<file path="config.mk">
export PLATFORM = sky130hd
export DESIGN_NAME = aligned_access_splitter
export DESIGN_NICKNAME = d
export VERILOG_FILES = /design/src/hdl/aas_pkg.sv /design/src/hdl/aas_cfg.sv /design/src/hdl/aas_chunk.sv /design/src/hdl/aligned_access_splitter.sv
export SDC_FILE = /design/constraint.sdc
export NUM_CORES = 1
export LEC_CHECK = 0
export BUFFER_PORTS_ARGS = -buffer_cell sky130_fd_sc_hd__buf_2
export CORE_MARGIN = 2
export CORE_UTILIZATION = 30
export DETAILED_ROUTE_END_ITERATION = 10
export PLACE_DENSITY = 0.48
export SETUP_SLACK_MARGIN = 0.2
export SYNTH_ARGS = -nofsm -noshare
export SYNTH_HDL_FRONTEND = slang
export SYNTH_SLANG_ARGS = --single-unit
</file>
<file path="constraint.sdc">
create_clock -name clk_i -period 5.5 [get_ports clk_i]
set_input_delay 0.825 -clock clk_i [delete_from_list [all_inputs] [get_ports clk_i]]
set_output_delay 0.825 -clock clk_i [all_outputs]
set_load 0.05 [all_outputs]
</file>
<file path="src/hdl/aas_pkg.sv">
package aas_pkg;

  // Field widths fixed by the interface
  localparam int unsigned OpcodeW   = 3;
  localparam int unsigned AddrW     = 64;
  localparam int unsigned LenW      = 7;
  localparam int unsigned ReqBytesW = 4;
  localparam int unsigned OwnerW    = 8;
  localparam int unsigned CountOutW = 16;
  localparam int unsigned WindowW   = 32;
  localparam int unsigned ApbDataW  = 32;
  localparam int unsigned PaddrW    = 4;

  // Parameter defaults
  localparam int unsigned MaxAccessBytesDef = 64;
  localparam int unsigned CountWidthDef     = 16;

  // Register reset values
  localparam logic [OwnerW-1:0]  ThreadIdRst   = '0;
  localparam logic               HasIportRst   = 1'b0;
  localparam logic [WindowW-1:0] WindowBaseRst = 32'hF000_0000;

  // Register indexes (word address paddr[3:2])
  localparam logic [1:0] RegThreadId   = 2'd0;
  localparam logic [1:0] RegHasIport   = 2'd1;
  localparam logic [1:0] RegWindowBase = 2'd2;

  // Opcodes
  localparam logic [OpcodeW-1:0] OpAccess      = 3'd0;
  localparam logic [OpcodeW-1:0] OpAtomicBegin = 3'd1;
  localparam logic [OpcodeW-1:0] OpXlateBegin  = 3'd2;
  localparam logic [OpcodeW-1:0] OpRetired     = 3'd3;
  localparam logic [OpcodeW-1:0] OpResponse    = 3'd4;

  // Lock phases
  localparam logic [1:0] LockNone      = 2'd0;
  localparam logic [1:0] LockReadPend  = 2'd1;
  localparam logic [1:0] LockWritePend = 2'd2;

  typedef struct packed {
    logic [OpcodeW-1:0] opcode;
    logic [AddrW-1:0]   phys_address;
    logic [LenW-1:0]    byte_count;
    logic               is_write;
    logic               virt_nonzero;
  } in_item_t;

  typedef struct packed {
    logic                 has_request;
    logic [AddrW-1:0]     req_address;
    logic [ReqBytesW-1:0] req_bytes;
    logic                 req_write;
    logic                 req_locked;
    logic [OwnerW-1:0]    req_owner;
    logic                 to_instruction_port;
    logic                 stall_now;
    logic [CountOutW-1:0] outstanding_now;
    logic                 last;
  } out_item_t;

  typedef struct packed {
    logic [OwnerW-1:0]  thread_id;
    logic               has_instruction_port;
    logic [WindowW-1:0] device_window_base;
  } cfg_t;

endpackage

</file>
<file path="src/hdl/aas_cfg.sv">
module aas_cfg (
  input  logic                          clk_i,
  input  logic                          rst_ni,
  input  logic                          psel,
  input  logic                          penable,
  input  logic                          pwrite,
  input  logic [aas_pkg::PaddrW-1:0]    paddr,
  input  logic [aas_pkg::ApbDataW-1:0]  pwdata,
  output logic [aas_pkg::ApbDataW-1:0]  prdata,
  output logic                          pready,
  output aas_pkg::cfg_t                 cfg_o
);

  aas_pkg::cfg_t cfg_q, cfg_d;
  logic [1:0]    reg_idx;
  logic          wr_en;

  assign reg_idx = paddr[3:2];
  assign wr_en   = psel & penable & pwrite;
  assign pready  = 1'b1;

  always_comb begin
    cfg_d = cfg_q;
    if (wr_en) begin
      case (reg_idx)
        aas_pkg::RegThreadId:   cfg_d.thread_id = pwdata[aas_pkg::OwnerW-1:0];
        aas_pkg::RegHasIport:   cfg_d.has_instruction_port = pwdata[0];
        aas_pkg::RegWindowBase: cfg_d.device_window_base = pwdata[aas_pkg::WindowW-1:0];
        default: ;
      endcase
    end
  end

  always_comb begin
    case (reg_idx)
      aas_pkg::RegThreadId:   prdata = aas_pkg::ApbDataW'(cfg_q.thread_id);
      aas_pkg::RegHasIport:   prdata = aas_pkg::ApbDataW'(cfg_q.has_instruction_port);
      aas_pkg::RegWindowBase: prdata = aas_pkg::ApbDataW'(cfg_q.device_window_base);
      default:                prdata = '0;
    endcase
  end

  always_ff @(posedge clk_i or negedge rst_ni) begin
    if (!rst_ni) begin
      cfg_q.thread_id            <= aas_pkg::ThreadIdRst;
      cfg_q.has_instruction_port <= aas_pkg::HasIportRst;
      cfg_q.device_window_base   <= aas_pkg::WindowBaseRst;
    end else begin
      cfg_q <= cfg_d;
    end
  end

  assign cfg_o = cfg_q;

endmodule

</file>
<file path="src/hdl/aas_chunk.sv">
module aas_chunk (
  input  logic                           clk_i,
  input  logic                           rst_ni,
  input  logic                           load_i,
  input  logic                           step_i,
  input  logic [aas_pkg::AddrW-1:0]      addr_i,
  input  logic [aas_pkg::LenW-1:0]       len_i,
  output logic [aas_pkg::AddrW-1:0]      addr_o,
  output logic [aas_pkg::ReqBytesW-1:0]  inc_o,
  output logic                           pending_o,
  output logic                           last_o
);

  logic [aas_pkg::AddrW-1:0] addr_q, addr_d;
  logic [aas_pkg::LenW-1:0]  rem_q, rem_d, rem_next;
  logic [aas_pkg::ReqBytesW-1:0] inc;

  // Largest naturally aligned size that still fits the remaining length
  always_comb begin
    if (rem_q >= aas_pkg::LenW'(8) && addr_q[2:0] == 3'b000) begin
      inc = aas_pkg::ReqBytesW'(8);
    end else if (rem_q >= aas_pkg::LenW'(4) && addr_q[1:0] == 2'b00) begin
      inc = aas_pkg::ReqBytesW'(4);
    end else if (rem_q >= aas_pkg::LenW'(2) && !addr_q[0]) begin
      inc = aas_pkg::ReqBytesW'(2);
    end else begin
      inc = aas_pkg::ReqBytesW'(1);
    end
  end

  assign rem_next = rem_q - aas_pkg::LenW'(inc);

  always_comb begin
    addr_d = addr_q;
    rem_d  = rem_q;
    if (load_i) begin
      addr_d = addr_i;
      rem_d  = len_i;
    end else if (step_i) begin
      addr_d = addr_q + aas_pkg::AddrW'(inc);
      rem_d  = rem_next;
    end
  end

  always_ff @(posedge clk_i or negedge rst_ni) begin
    if (!rst_ni) begin
      rem_q <= '0;
    end else begin
      rem_q <= rem_d;
    end
  end

  always_ff @(posedge clk_i) begin
    addr_q <= addr_d;
  end

  assign addr_o    = addr_q;
  assign inc_o     = inc;
  assign pending_o = (rem_q != '0);
  assign last_o    = (rem_next == '0);

endmodule

</file>
<file path="src/hdl/aligned_access_splitter.sv">
// Flow: an event is accepted into the sequencer, then its first result is registered at
//   the output once that register is empty or draining; an access emits one aligned
//   chunk per cycle while the output is not stalled (1 to 11 chunks at the default
//   limit, sized by the chunk sizer/adder); the input waits for each event's last result.
// Reset: asynchronous, active low; clears lock phase, translation flag, stall flag and
//   outstanding count, zeroes thread_id and has_instruction_port, window base 0xF0000000.
module aligned_access_splitter #(
  parameter int unsigned MAX_ACCESS_BYTES = aas_pkg::MaxAccessBytesDef,
  parameter int unsigned COUNT_WIDTH      = aas_pkg::CountWidthDef
) (
  input  logic                          clk_i,
  input  logic                          rst_ni,
  // Event input
  input  logic                          in_valid_i,
  output logic                          in_ready_o,
  input  aas_pkg::in_item_t             in_data_i,
  // Result output
  output logic                          out_valid_o,
  input  logic                          out_ready_i,
  output aas_pkg::out_item_t            out_data_o,
  // Configuration
  input  logic                          psel,
  input  logic                          penable,
  input  logic                          pwrite,
  input  logic [aas_pkg::PaddrW-1:0]    paddr,
  input  logic [aas_pkg::ApbDataW-1:0]  pwdata,
  output logic [aas_pkg::ApbDataW-1:0]  prdata,
  output logic                          pready
);

  // Clamp limit compared on one extra bit so limits from 128 to 255 never clamp
  localparam logic [aas_pkg::LenW:0] MaxLen = (aas_pkg::LenW + 1)'(MAX_ACCESS_BYTES);

  localparam logic StIdle = 1'b0;
  localparam logic StRun  = 1'b1;

  aas_pkg::cfg_t cfg;

  aas_cfg u_cfg (
    .clk_i   (clk_i),
    .rst_ni  (rst_ni),
    .psel    (psel),
    .penable (penable),
    .pwrite  (pwrite),
    .paddr   (paddr),
    .pwdata  (pwdata),
    .prdata  (prdata),
    .pready  (pready),
    .cfg_o   (cfg)
  );

  // Sequencer and architectural state
  logic                           state_q, state_d;
  logic [aas_pkg::OpcodeW-1:0]    op_q;
  logic                           wr_q, vnz_q;
  logic                           first_q, first_d;
  logic [1:0]                     lock_q, lock_d;
  logic                           xlate_q, xlate_d;
  logic                           stall_q, stall_d;
  logic [COUNT_WIDTH-1:0]         count_q, count_d;
  logic                           out_valid_q, out_valid_d;
  aas_pkg::out_item_t             out_q, out_d;

  logic                           in_fire, emit;
  logic                           in_window;
  logic [aas_pkg::LenW-1:0]       len_clamped, len_eff;

  // Chunk sizer/adder
  logic                           chunk_step;
  logic [aas_pkg::AddrW-1:0]      chunk_addr;
  logic [aas_pkg::ReqBytesW-1:0]  chunk_inc;
  logic                           chunk_pending, chunk_last;
  logic                           locked;

  assign in_ready_o = (state_q == StIdle);
  assign in_fire    = in_valid_i & in_ready_o;
  // While running, load a new result whenever the output register is empty or being drained
  assign emit       = (state_q == StRun) & (~out_valid_q | out_ready_i);

  // Drop accesses that hit the device window; clamp over-long ones
  assign in_window   = in_data_i.phys_address >=
                       aas_pkg::AddrW'(cfg.device_window_base);
  assign len_clamped = ({1'b0, in_data_i.byte_count} > MaxLen) ?
                       MaxLen[aas_pkg::LenW-1:0] : in_data_i.byte_count;
  assign len_eff     = (in_data_i.opcode == aas_pkg::OpAccess && !in_window) ?
                       len_clamped : '0;

  assign chunk_step = emit & (op_q == aas_pkg::OpAccess) & chunk_pending;

  aas_chunk u_chunk (
    .clk_i     (clk_i),
    .rst_ni    (rst_ni),
    .load_i    (in_fire),
    .step_i    (chunk_step),
    .addr_i    (in_data_i.phys_address),
    .len_i     (len_eff),
    .addr_o    (chunk_addr),
    .inc_o     (chunk_inc),
    .pending_o (chunk_pending),
    .last_o    (chunk_last)
  );

  // Lock marking applies to the first chunk of an access only
  always_comb begin
    locked = 1'b0;
    lock_d = lock_q;
    if (chunk_step && first_q && vnz_q) begin
      if (lock_q == aas_pkg::LockReadPend && !wr_q) begin
        locked = 1'b1;
        lock_d = aas_pkg::LockWritePend;
      end else if (lock_q == aas_pkg::LockWritePend && wr_q) begin
        locked = 1'b1;
        lock_d = aas_pkg::LockNone;
      end
    end
    if (emit && op_q == aas_pkg::OpAtomicBegin) begin
      lock_d = aas_pkg::LockReadPend;
    end
  end

  always_comb begin
    state_d     = state_q;
    first_d     = first_q;
    xlate_d     = xlate_q;
    stall_d     = stall_q;
    count_d     = count_q;
    out_d       = out_q;
    out_valid_d = out_valid_q;

    if (out_ready_i) begin
      out_valid_d = 1'b0;
    end

    if (in_fire) begin
      state_d = StRun;
      first_d = 1'b1;
    end

    if (emit) begin
      out_valid_d = 1'b1;
      if (chunk_step) begin
        // One aligned chunk: reads stall, writes release the stall
        stall_d = ~wr_q;
        if (~&count_q) begin
          count_d = count_q + COUNT_WIDTH'(1);
        end
        first_d = 1'b0;
        out_d.has_request         = 1'b1;
        out_d.req_address         = chunk_addr;
        out_d.req_bytes           = chunk_inc;
        out_d.req_write           = wr_q;
        out_d.req_locked          = locked;
        out_d.req_owner           = locked ? cfg.thread_id : '0;
        out_d.to_instruction_port = xlate_q & ~wr_q & cfg.has_instruction_port;
        out_d.last                = chunk_last;
        if (chunk_last) begin
          state_d = StIdle;
        end
      end else begin
        // Empty result: apply the event's effect, then report the state
        case (op_q)
          aas_pkg::OpXlateBegin: xlate_d = 1'b1;
          aas_pkg::OpRetired:    xlate_d = 1'b0;
          aas_pkg::OpResponse: begin
            if (count_q != '0) begin
              count_d = count_q - COUNT_WIDTH'(1);
            end
            if (count_d == '0) begin
              stall_d = 1'b0;
            end
          end
          default: ;
        endcase
        out_d.has_request         = 1'b0;
        out_d.req_address         = '0;
        out_d.req_bytes           = '0;
        out_d.req_write           = 1'b0;
        out_d.req_locked          = 1'b0;
        out_d.req_owner           = '0;
        out_d.to_instruction_port = 1'b0;
        out_d.last                = 1'b1;
        state_d                   = StIdle;
      end
      out_d.stall_now       = stall_d;
      out_d.outstanding_now = aas_pkg::CountOutW'(count_d);
    end
  end

  always_ff @(posedge clk_i or negedge rst_ni) begin
    if (!rst_ni) begin
      state_q     <= StIdle;
      first_q     <= 1'b0;
      lock_q      <= aas_pkg::LockNone;
      xlate_q     <= 1'b0;
      stall_q     <= 1'b0;
      count_q     <= '0;
      out_valid_q <= 1'b0;
    end else begin
      state_q     <= state_d;
      first_q     <= first_d;
      lock_q      <= lock_d;
      xlate_q     <= xlate_d;
      stall_q     <= stall_d;
      count_q     <= count_d;
      out_valid_q <= out_valid_d;
    end
  end

  // Hold the event's control fields for the duration of the split
  always_ff @(posedge clk_i) begin
    if (in_fire) begin
      op_q  <= in_data_i.opcode;
      wr_q  <= in_data_i.is_write;
      vnz_q <= in_data_i.virt_nonzero;
    end
    out_q <= out_d;
  end

  assign out_valid_o = out_valid_q;
  assign out_data_o  = out_q;

endmodule

</file>
==> impl_metrics.env, run 1 <==
export IMPL_status="complete, no violations"
export IMPL_cap_violations=0
export IMPL_dp_cells=1951
export IMPL_setup_viol=0
export IMPL_peakVddDrop_v=0.000243
export IMPL_critPathLaunchType="flop"
export IMPL_rsz0062_at_grt="no"
export IMPL_cellInternalPower_uw=4820
export IMPL_ys_ff_latch=238
export IMPL_reg2reg_slack_ns=0.92
export IMPL_reg2reg_depth=13
export IMPL_critPathArrivalTime_ns=4.89
export IMPL_syn_inst=1216
export IMPL_path_depth=13
export IMPL_tightest_slew_ns=1.15
export IMPL_final_cell_mix="buf_2 (247), edfxtp_1 (167), nand2_1 (147), o21ai_0 (114), and2_1 (101)"
export IMPL_syn_avg_cell_area_sq_um=10.3
export IMPL_crit_chain="or4_1, or2_2, nor2_1, a21oi_1, nor2_1, fa_1, a211oi_1, or3_1, nor4_2, nand3_1, nor4_1, xnor2_1, a21oi_1"
export IMPL_cts_max_level=1
export IMPL_critPathSlowestCell="or4_1"
export IMPL_yosys_area_top_type="edfxtp_1"
export IMPL_drive_gt1_frac=0.227
export IMPL_max_stage_delay_ns=0.61
export IMPL_gp_congestion=0.834
export IMPL_r2r_start="u_chunk.rem_q[6]$_DFFE_PN0P_"
export IMPL_num_vias=9641
export IMPL_p_comb_frac=0.375
export IMPL_clock_sinks=238
export IMPL_die_w_um=208
export IMPL_synth_fa_ha_area_frac=0.0461
export IMPL_fin_nets=1615
export IMPL_synth_warnings=0
export IMPL_leakage_uw=0.00626
export IMPL_die_y_um=208
export IMPL_rows=74
export IMPL_finalSetupTns_ns=0
export IMPL_dieArea_sq_um=43500
export IMPL_switching_share=0.417
export IMPL_yosys_area_share_simple=0.202
export IMPL_area_growth_pct=22.2
export IMPL_synth_top_area_share=0.400
export IMPL_ant_nets=0
export IMPL_synthesis_nets=1380
export IMPL_synthMuxAreaShare=0.0179
export IMPL_postLayoutCoreUtil=0.374
export IMPL_synthXorXnorAreaFrac=0.0587
export IMPL_synth_area_top_cells="edfxtp_1 (40%), dfrtp_1 (13%), and2_1 (5.0%), o21ai_0 (4.5%), nand2_1 (4.4%)"
export IMPL_dpl_worst_slack_ns=0.879
export IMPL_cp_top_family="simple AND/OR/NAND/NOR gates"
export IMPL_crit_required_ns=5.81
export IMPL_async_flop_share=0.298
export IMPL_drc=0
export IMPL_dp_hpwl_um=25900
export IMPL_min_period_over_period=0.832
export IMPL_routed_wl_um=35800
export IMPL_holdWs_ns=0.189
export IMPL_synth_edff_count=167
export IMPL_worst_slack_ns=0.923
export IMPL_clock_latency_ns=0.57
export IMPL_clock_skew_ns=0.0164
export IMPL_numCtsBuffers=30
export IMPL_clockBufferDepth=3
export IMPL_hold_violations=0
export IMPL_grt_ovfl_total=0
export IMPL_crit_buf_inv=0
export IMPL_cts_setup_buffers=0
export IMPL_start_util=0.306
export IMPL_min_period_ns=4.58
export IMPL_cp_max_fo=9
export IMPL_first_iter_violations=436
export IMPL_num_io_pins=252
export IMPL_synth_top_family_by_area="simple AND/OR/NAND/NOR gates"
export IMPL_design_core_area_sq_um=41000
export IMPL_power_share_clock=0.243
export IMPL_maxSlewHeadroom=0.226
export IMPL_cts_tree="yes"
export IMPL_p_switching_uw=3450
export IMPL_grt_max_degree=82
export IMPL_drt_vias_per_instance=4.80
export IMPL_cp_end_kind="flop"
export IMPL_cts_root_buf="clkbuf_16"
export IMPL_grt_pass1_vias=9607
export IMPL_slew_viol_final=0
export IMPL_clk_pin_slew_ns=0.06
export IMPL_r2r_end="u_chunk.addr_o[62]$_DFFE_PP_"
export IMPL_p_per_area_nw_per_um2=540
export IMPL_io_buffers=248
export IMPL_synth_yosys_seq_area_share=0.542
export IMPL_grt_pass1_wl_um=55900
export IMPL_synth_flop_cell="edfxtp_1"
export IMPL_postCtsResizedCells=0
export IMPL_synthDistinctLibCells=60
export IMPL_grt_antenna_before_repair=3
export IMPL_ctsHoldBuffers=0
export IMPL_grtUsageTotal=0.163
export IMPL_hold_class="input pin to async pin"
export IMPL_post_drt_wl_per_cell_um=17.8
export IMPL_dr_pass1_iters=5
export IMPL_synth_compound_area_share=0.0960
export IMPL_syn_area_sq_um=12500
export IMPL_stdcell_count=2008
export IMPL_p_seq_frac=0.382
export IMPL_max_freq_ghz=0.218
export IMPL_critPathKind="flop to flop"
export IMPL_final_common_cell="buf_2"
-- synthesized netlist by cell type (3+ instances only) --
| library cell | instances |
|---|---|
| mux2i_1 | 10 |
| a21oi_1 | 44 |
| or3_1 | 9 |
| nor4_1 | 16 |
| and3_1 | 17 |
| o21a_1 | 4 |
| o41ai_1 | 3 |
| dfstp_2 | 4 |
| or2_2 | 4 |
| nand2_1 | 148 |
| or4_1 | 6 |
| o211ai_1 | 3 |
| o31ai_1 | 3 |
| nand4_1 | 23 |
| nand2b_1 | 6 |
| o21ai_0 | 114 |
| clkbuf_1 | 50 |
| mux2_2 | 11 |
| o22ai_1 | 6 |
| xor2_1 | 40 |
| ha_1 | 43 |
| inv_1 | 61 |
| dfrtp_1 | 67 |
| a211oi_1 | 3 |
| nand3_1 | 40 |
| edfxtp_1 | 167 |
| a31oi_1 | 11 |
| xnor2_1 | 44 |
| a21o_1 | 7 |
| and2_1 | 101 |
| nor2_1 | 81 |
| nor3_1 | 21 |
| and4_1 | 11 |
-- logic make-up after synthesis --
kind of cell             count (synthesis)
multiplexers                            21
flip-flops                             238
XOR/XNOR                                84
other                                    1
buffers and inverters                  118
AO/OA/AOI/OAI                          212
adder cells (fa/ha/maj)                 45
AND/OR/NAND/NOR                        497
-- worst max path at each step --
| stage | slack (ns) | start | to |
|---|---|---|---|
| floorplan | 0.56 | out_ready_i | count_q[10]$_DFFE_PN0P_ |
| global placement | 0.92 | u_chunk.rem_q[6]$_DFFE_PN0P_ | u_chunk.addr_o[62]$_DFFE_PP_ |
| detailed placement | 0.88 | u_chunk.rem_q[6]$_DFFE_PN0P_ | u_chunk.addr_o[62]$_DFFE_PP_ |
| CTS | 0.85 | u_chunk.rem_q[6]$_DFFE_PN0P_ | u_chunk.addr_o[62]$_DFFE_PP_ |
| global route | 0.57 | u_chunk.rem_q[6]$_DFFE_PN0P_ | u_chunk.addr_o[62]$_DFFE_PP_ |
| finish | 0.92 | u_chunk.rem_q[6]$_DFFE_PN0P_ | u_chunk.addr_o[62]$_DFFE_PP_ |
-- metal layers --
metal,wire length (um),GRT usage
met5,23,0
met4,768,0.0382
met3,1900,0.0353
met2,16000,0.259
met1,17100,0.227
-- worst reg2reg max path, cell delays in order (launching register included) --
cell	delay, ns
dfrtp_1	0.42
or4_1	0.61
or2_2	0.35
nor2_1	0.10
a21oi_1	0.04
nor2_1	0.32
fa_1	0.32
a211oi_1	0.11
or3_1	0.51
nor4_2	0.45
nand3_1	0.41
nor4_1	0.45
xnor2_1	0.16
a21oi_1	0.08
-- power by group through the flow --
stage | Combinational, uW | Sequential [uW] | Clock (uW)
floorplan | 1570 | 3920 | 0
global placement | 3110 | 3180 | 0
detailed placement | 3130 | 3200 | 0
CTS | 3140 | 3170 | 2070
global route | 3410 | 3240 | 2140
finish | 3100 | 3160 | 2010
-- sequential cells by signal (all words and copies together) (netlist names) --
| name | flops |
|---|---|
| xlate_q | 1 |
| u_cfg.cfg_o | 41 |
| wr_q | 1 |
| count_q | 16 |
| out_valid_o | 1 |
| vnz_q | 1 |
| u_chunk.addr_o | 64 |
| u_chunk.rem_q | 7 |
| state_q | 1 |
| out_data_o | 98 |
| first_q | 1 |
| stall_q | 1 |
| lock_q | 2 |
| op_q | 3 |
-- stage by stage --
stage	power [uW]	instance area, sq um
6_report	8270	15300
5_1_grt	8790	15300
4_1_cts	8380	15300
3_5_place_dp	6330	14300
3_3_place_gp	6300	14300
2_1_floorplan	5500	12500
-- cell type report --
cell class | instances | area (sq um)
Antenna cell | 1 | 2.50
Inverter | 61 | 233
Timing Repair Buffer | 260 | 1330
Clock inverter | 7 | 86.3
Sequential cell | 238 | 6800
Tap cell | 532 | 666
Multi-Input combinational cell | 860 | 5290
Fill cell | 4140 | 25700
Clock buffer | 49 | 915
Note: power is estimated with default switching activity, not from simulation.
==> run 2, diff against run 1 <==
Settings changed: PLACE_DENSITY 0.48 to 0.5.
Clock period 5.5 ns to 4.1 ns, I/O delays scaled along.
==> impl_metrics.env, run 2 (same netlist as run 1, synthesis figures left out) <==
export IMPL_status="complete, no violations"
export IMPL_max_freq_ghz=0.270
export IMPL_largest_reg_flops=98
export IMPL_critPathArrivalTime_ns=4.01
export IMPL_design_core_area_sq_um=41000
export IMPL_io_buffers=248
export IMPL_tightest_slew_ns=1.21
export IMPL_final_common_cell="buf_2"
export IMPL_num_vias=9750
export IMPL_rsz0062_at_grt="no"
export IMPL_r2r_start="u_chunk.rem_q[3]$_DFFE_PN0P_"
export IMPL_grtUsageTotal=0.167
export IMPL_crit_start="u_chunk.rem_q[3]$_DFFE_PN0P_"
export IMPL_die_w_um=208
export IMPL_cap_violations=0
export IMPL_clk_pin_slew_ns=0.06
export IMPL_cp_max_fo=12
export IMPL_drc=0
export IMPL_clockBufferDepth=3
export IMPL_grt_pass1_vias=9923
export IMPL_p_per_area_nw_per_um2=712
export IMPL_setup_viol=0
export IMPL_slew_viol_final=0
export IMPL_dr_pass1_iters=5
export IMPL_worst_slack_ns=0.398
export IMPL_critPathLaunchType="flop"
export IMPL_grt_max_degree=63
export IMPL_final_cell_mix="buf_2 (247), edfxtp_1 (167), nand2_1 (147), o21ai_0 (114), and2_1 (100)"
export IMPL_hold_class="input pin to async pin"
export IMPL_cts_tree="yes"
export IMPL_reg2reg_depth=13
export IMPL_post_drt_wl_per_cell_um=18.1
export IMPL_drive_gt1_frac=0.238
export IMPL_hold_violations=0
export IMPL_leakage_uw=0.00630
export IMPL_clock_skew_ns=0.0252
export IMPL_dp_hpwl_um=26900
export IMPL_finalSetupTns_ns=0
export IMPL_fin_nets=1630
export IMPL_min_period_over_period=0.903
export IMPL_crit_required_ns=4.41
export IMPL_dieArea_sq_um=43500
export IMPL_dpl_worst_slack_ns=0.119
export IMPL_cts_root_buf="clkbuf_16"
export IMPL_grt_ovfl_total=0
export IMPL_die_y_um=208
export IMPL_drt_vias_per_instance=4.82
export IMPL_min_period_ns=3.70
export IMPL_clock_latency_ns=0.57
export IMPL_num_io_pins=252
export IMPL_rows=74
export IMPL_start_util=0.306
export IMPL_numCtsBuffers=29
export IMPL_cp_end_kind="flop"
export IMPL_ctsHoldBuffers=0
export IMPL_clock_sinks=238
export IMPL_peakVddDrop_v=0.000273
export IMPL_routed_wl_um=36700
export IMPL_ant_nets=0
export IMPL_first_iter_violations=515
export IMPL_area_growth_pct=23.0
export IMPL_cts_max_level=1
export IMPL_gp_congestion=0.833
export IMPL_maxSlewHeadroom=0.189
export IMPL_grt_antenna_before_repair=3
export IMPL_grt_pass1_wl_um=57000
export IMPL_critPathKind="flop to flop"
## run 2: where the power goes
part           internal, uW  total [uW]  switching (uW)
registers              3650        4240             591
clock network          1440        2460            1020
logic                  1250        4280            3030
total                  6340       11000            4650
## run 2: cell type report
| type | instances | area (sq um) |
|---|---|---|
| clock inverter | 4 | 25.0 |
| antenna | 1 | 2.50 |
| sequential | 238 | 6800 |
| fill | 4180 | 25600 |
| tap | 532 | 666 |
| timing repair buffer | 276 | 1490 |
| inverter | 61 | 233 |
| clock buffer | 50 | 876 |
| multi-input combinational | 860 | 5340 |
## run 2: final timing paths
check / endpoint / slack (ns)
setup / recovery: u_chunk.addr_o[58]$_DFFE_PP_ / 0.40
hold / removal: u_cfg.cfg_o[25]$_DFFE_PN0P_ / 0.13
setup reg to reg: u_chunk.addr_o[58]$_DFFE_PP_ / 0.40
hold reg to reg: out_valid_o$_DFFE_PN0P_ / 0.50
max in group asynchronous: u_cfg.cfg_o[29]$_DFFE_PN1P_ / 3.03
min in group clk_i: vnz_q$_DFFE_PP_ / 0.24
## run 2: critical path: stages, from the launching register on
cell and delay [ns]:
dfrtp_1 0.40, or4_1 0.56, or2_4 0.27, o21bai_2 0.14
ha_2 0.21, fa_2 0.23, a211oi_1 0.10, or3_4 0.42
nor4_4 0.22, buf_4 0.18, buf_8 0.16, nand4_1 0.12
xnor2_1 0.16, mux2_2 0.26
## run 2: repair_timing
| action | CTS | global route |
|---|---|---|
| endpoints found under the setup margin | 10 | 32 |
| gates resized for setup | 4 | 11 |
| buffers inserted | 0 | 0 |
## run 2: layer usage
layer,vias to the layer above,share of wire,track usage
li1,4821,-,-
met1,4635,0.47,0.228
met2,239,0.46,0.270
met3,51,0.053,0.0356
met4,4,0.022,0.0412
met5,-,0.00068,0
## run 2: per-stage QoR
step	instance area [sq um]	cells	hold slack, ns	utilization	total power, uW
3_5_place_dp	14500	1967	0.485	0.353	8590
5_1_grt	15400	2021	0.172	0.376	11700
6_report	15400	2022	0.131	0.376	11000
2_1_floorplan	12500	1216	0.319	-	7350
4_1_cts	15400	2021	0.150	0.375	11100
3_3_place_gp	14500	1967	0.471	0.353	8520
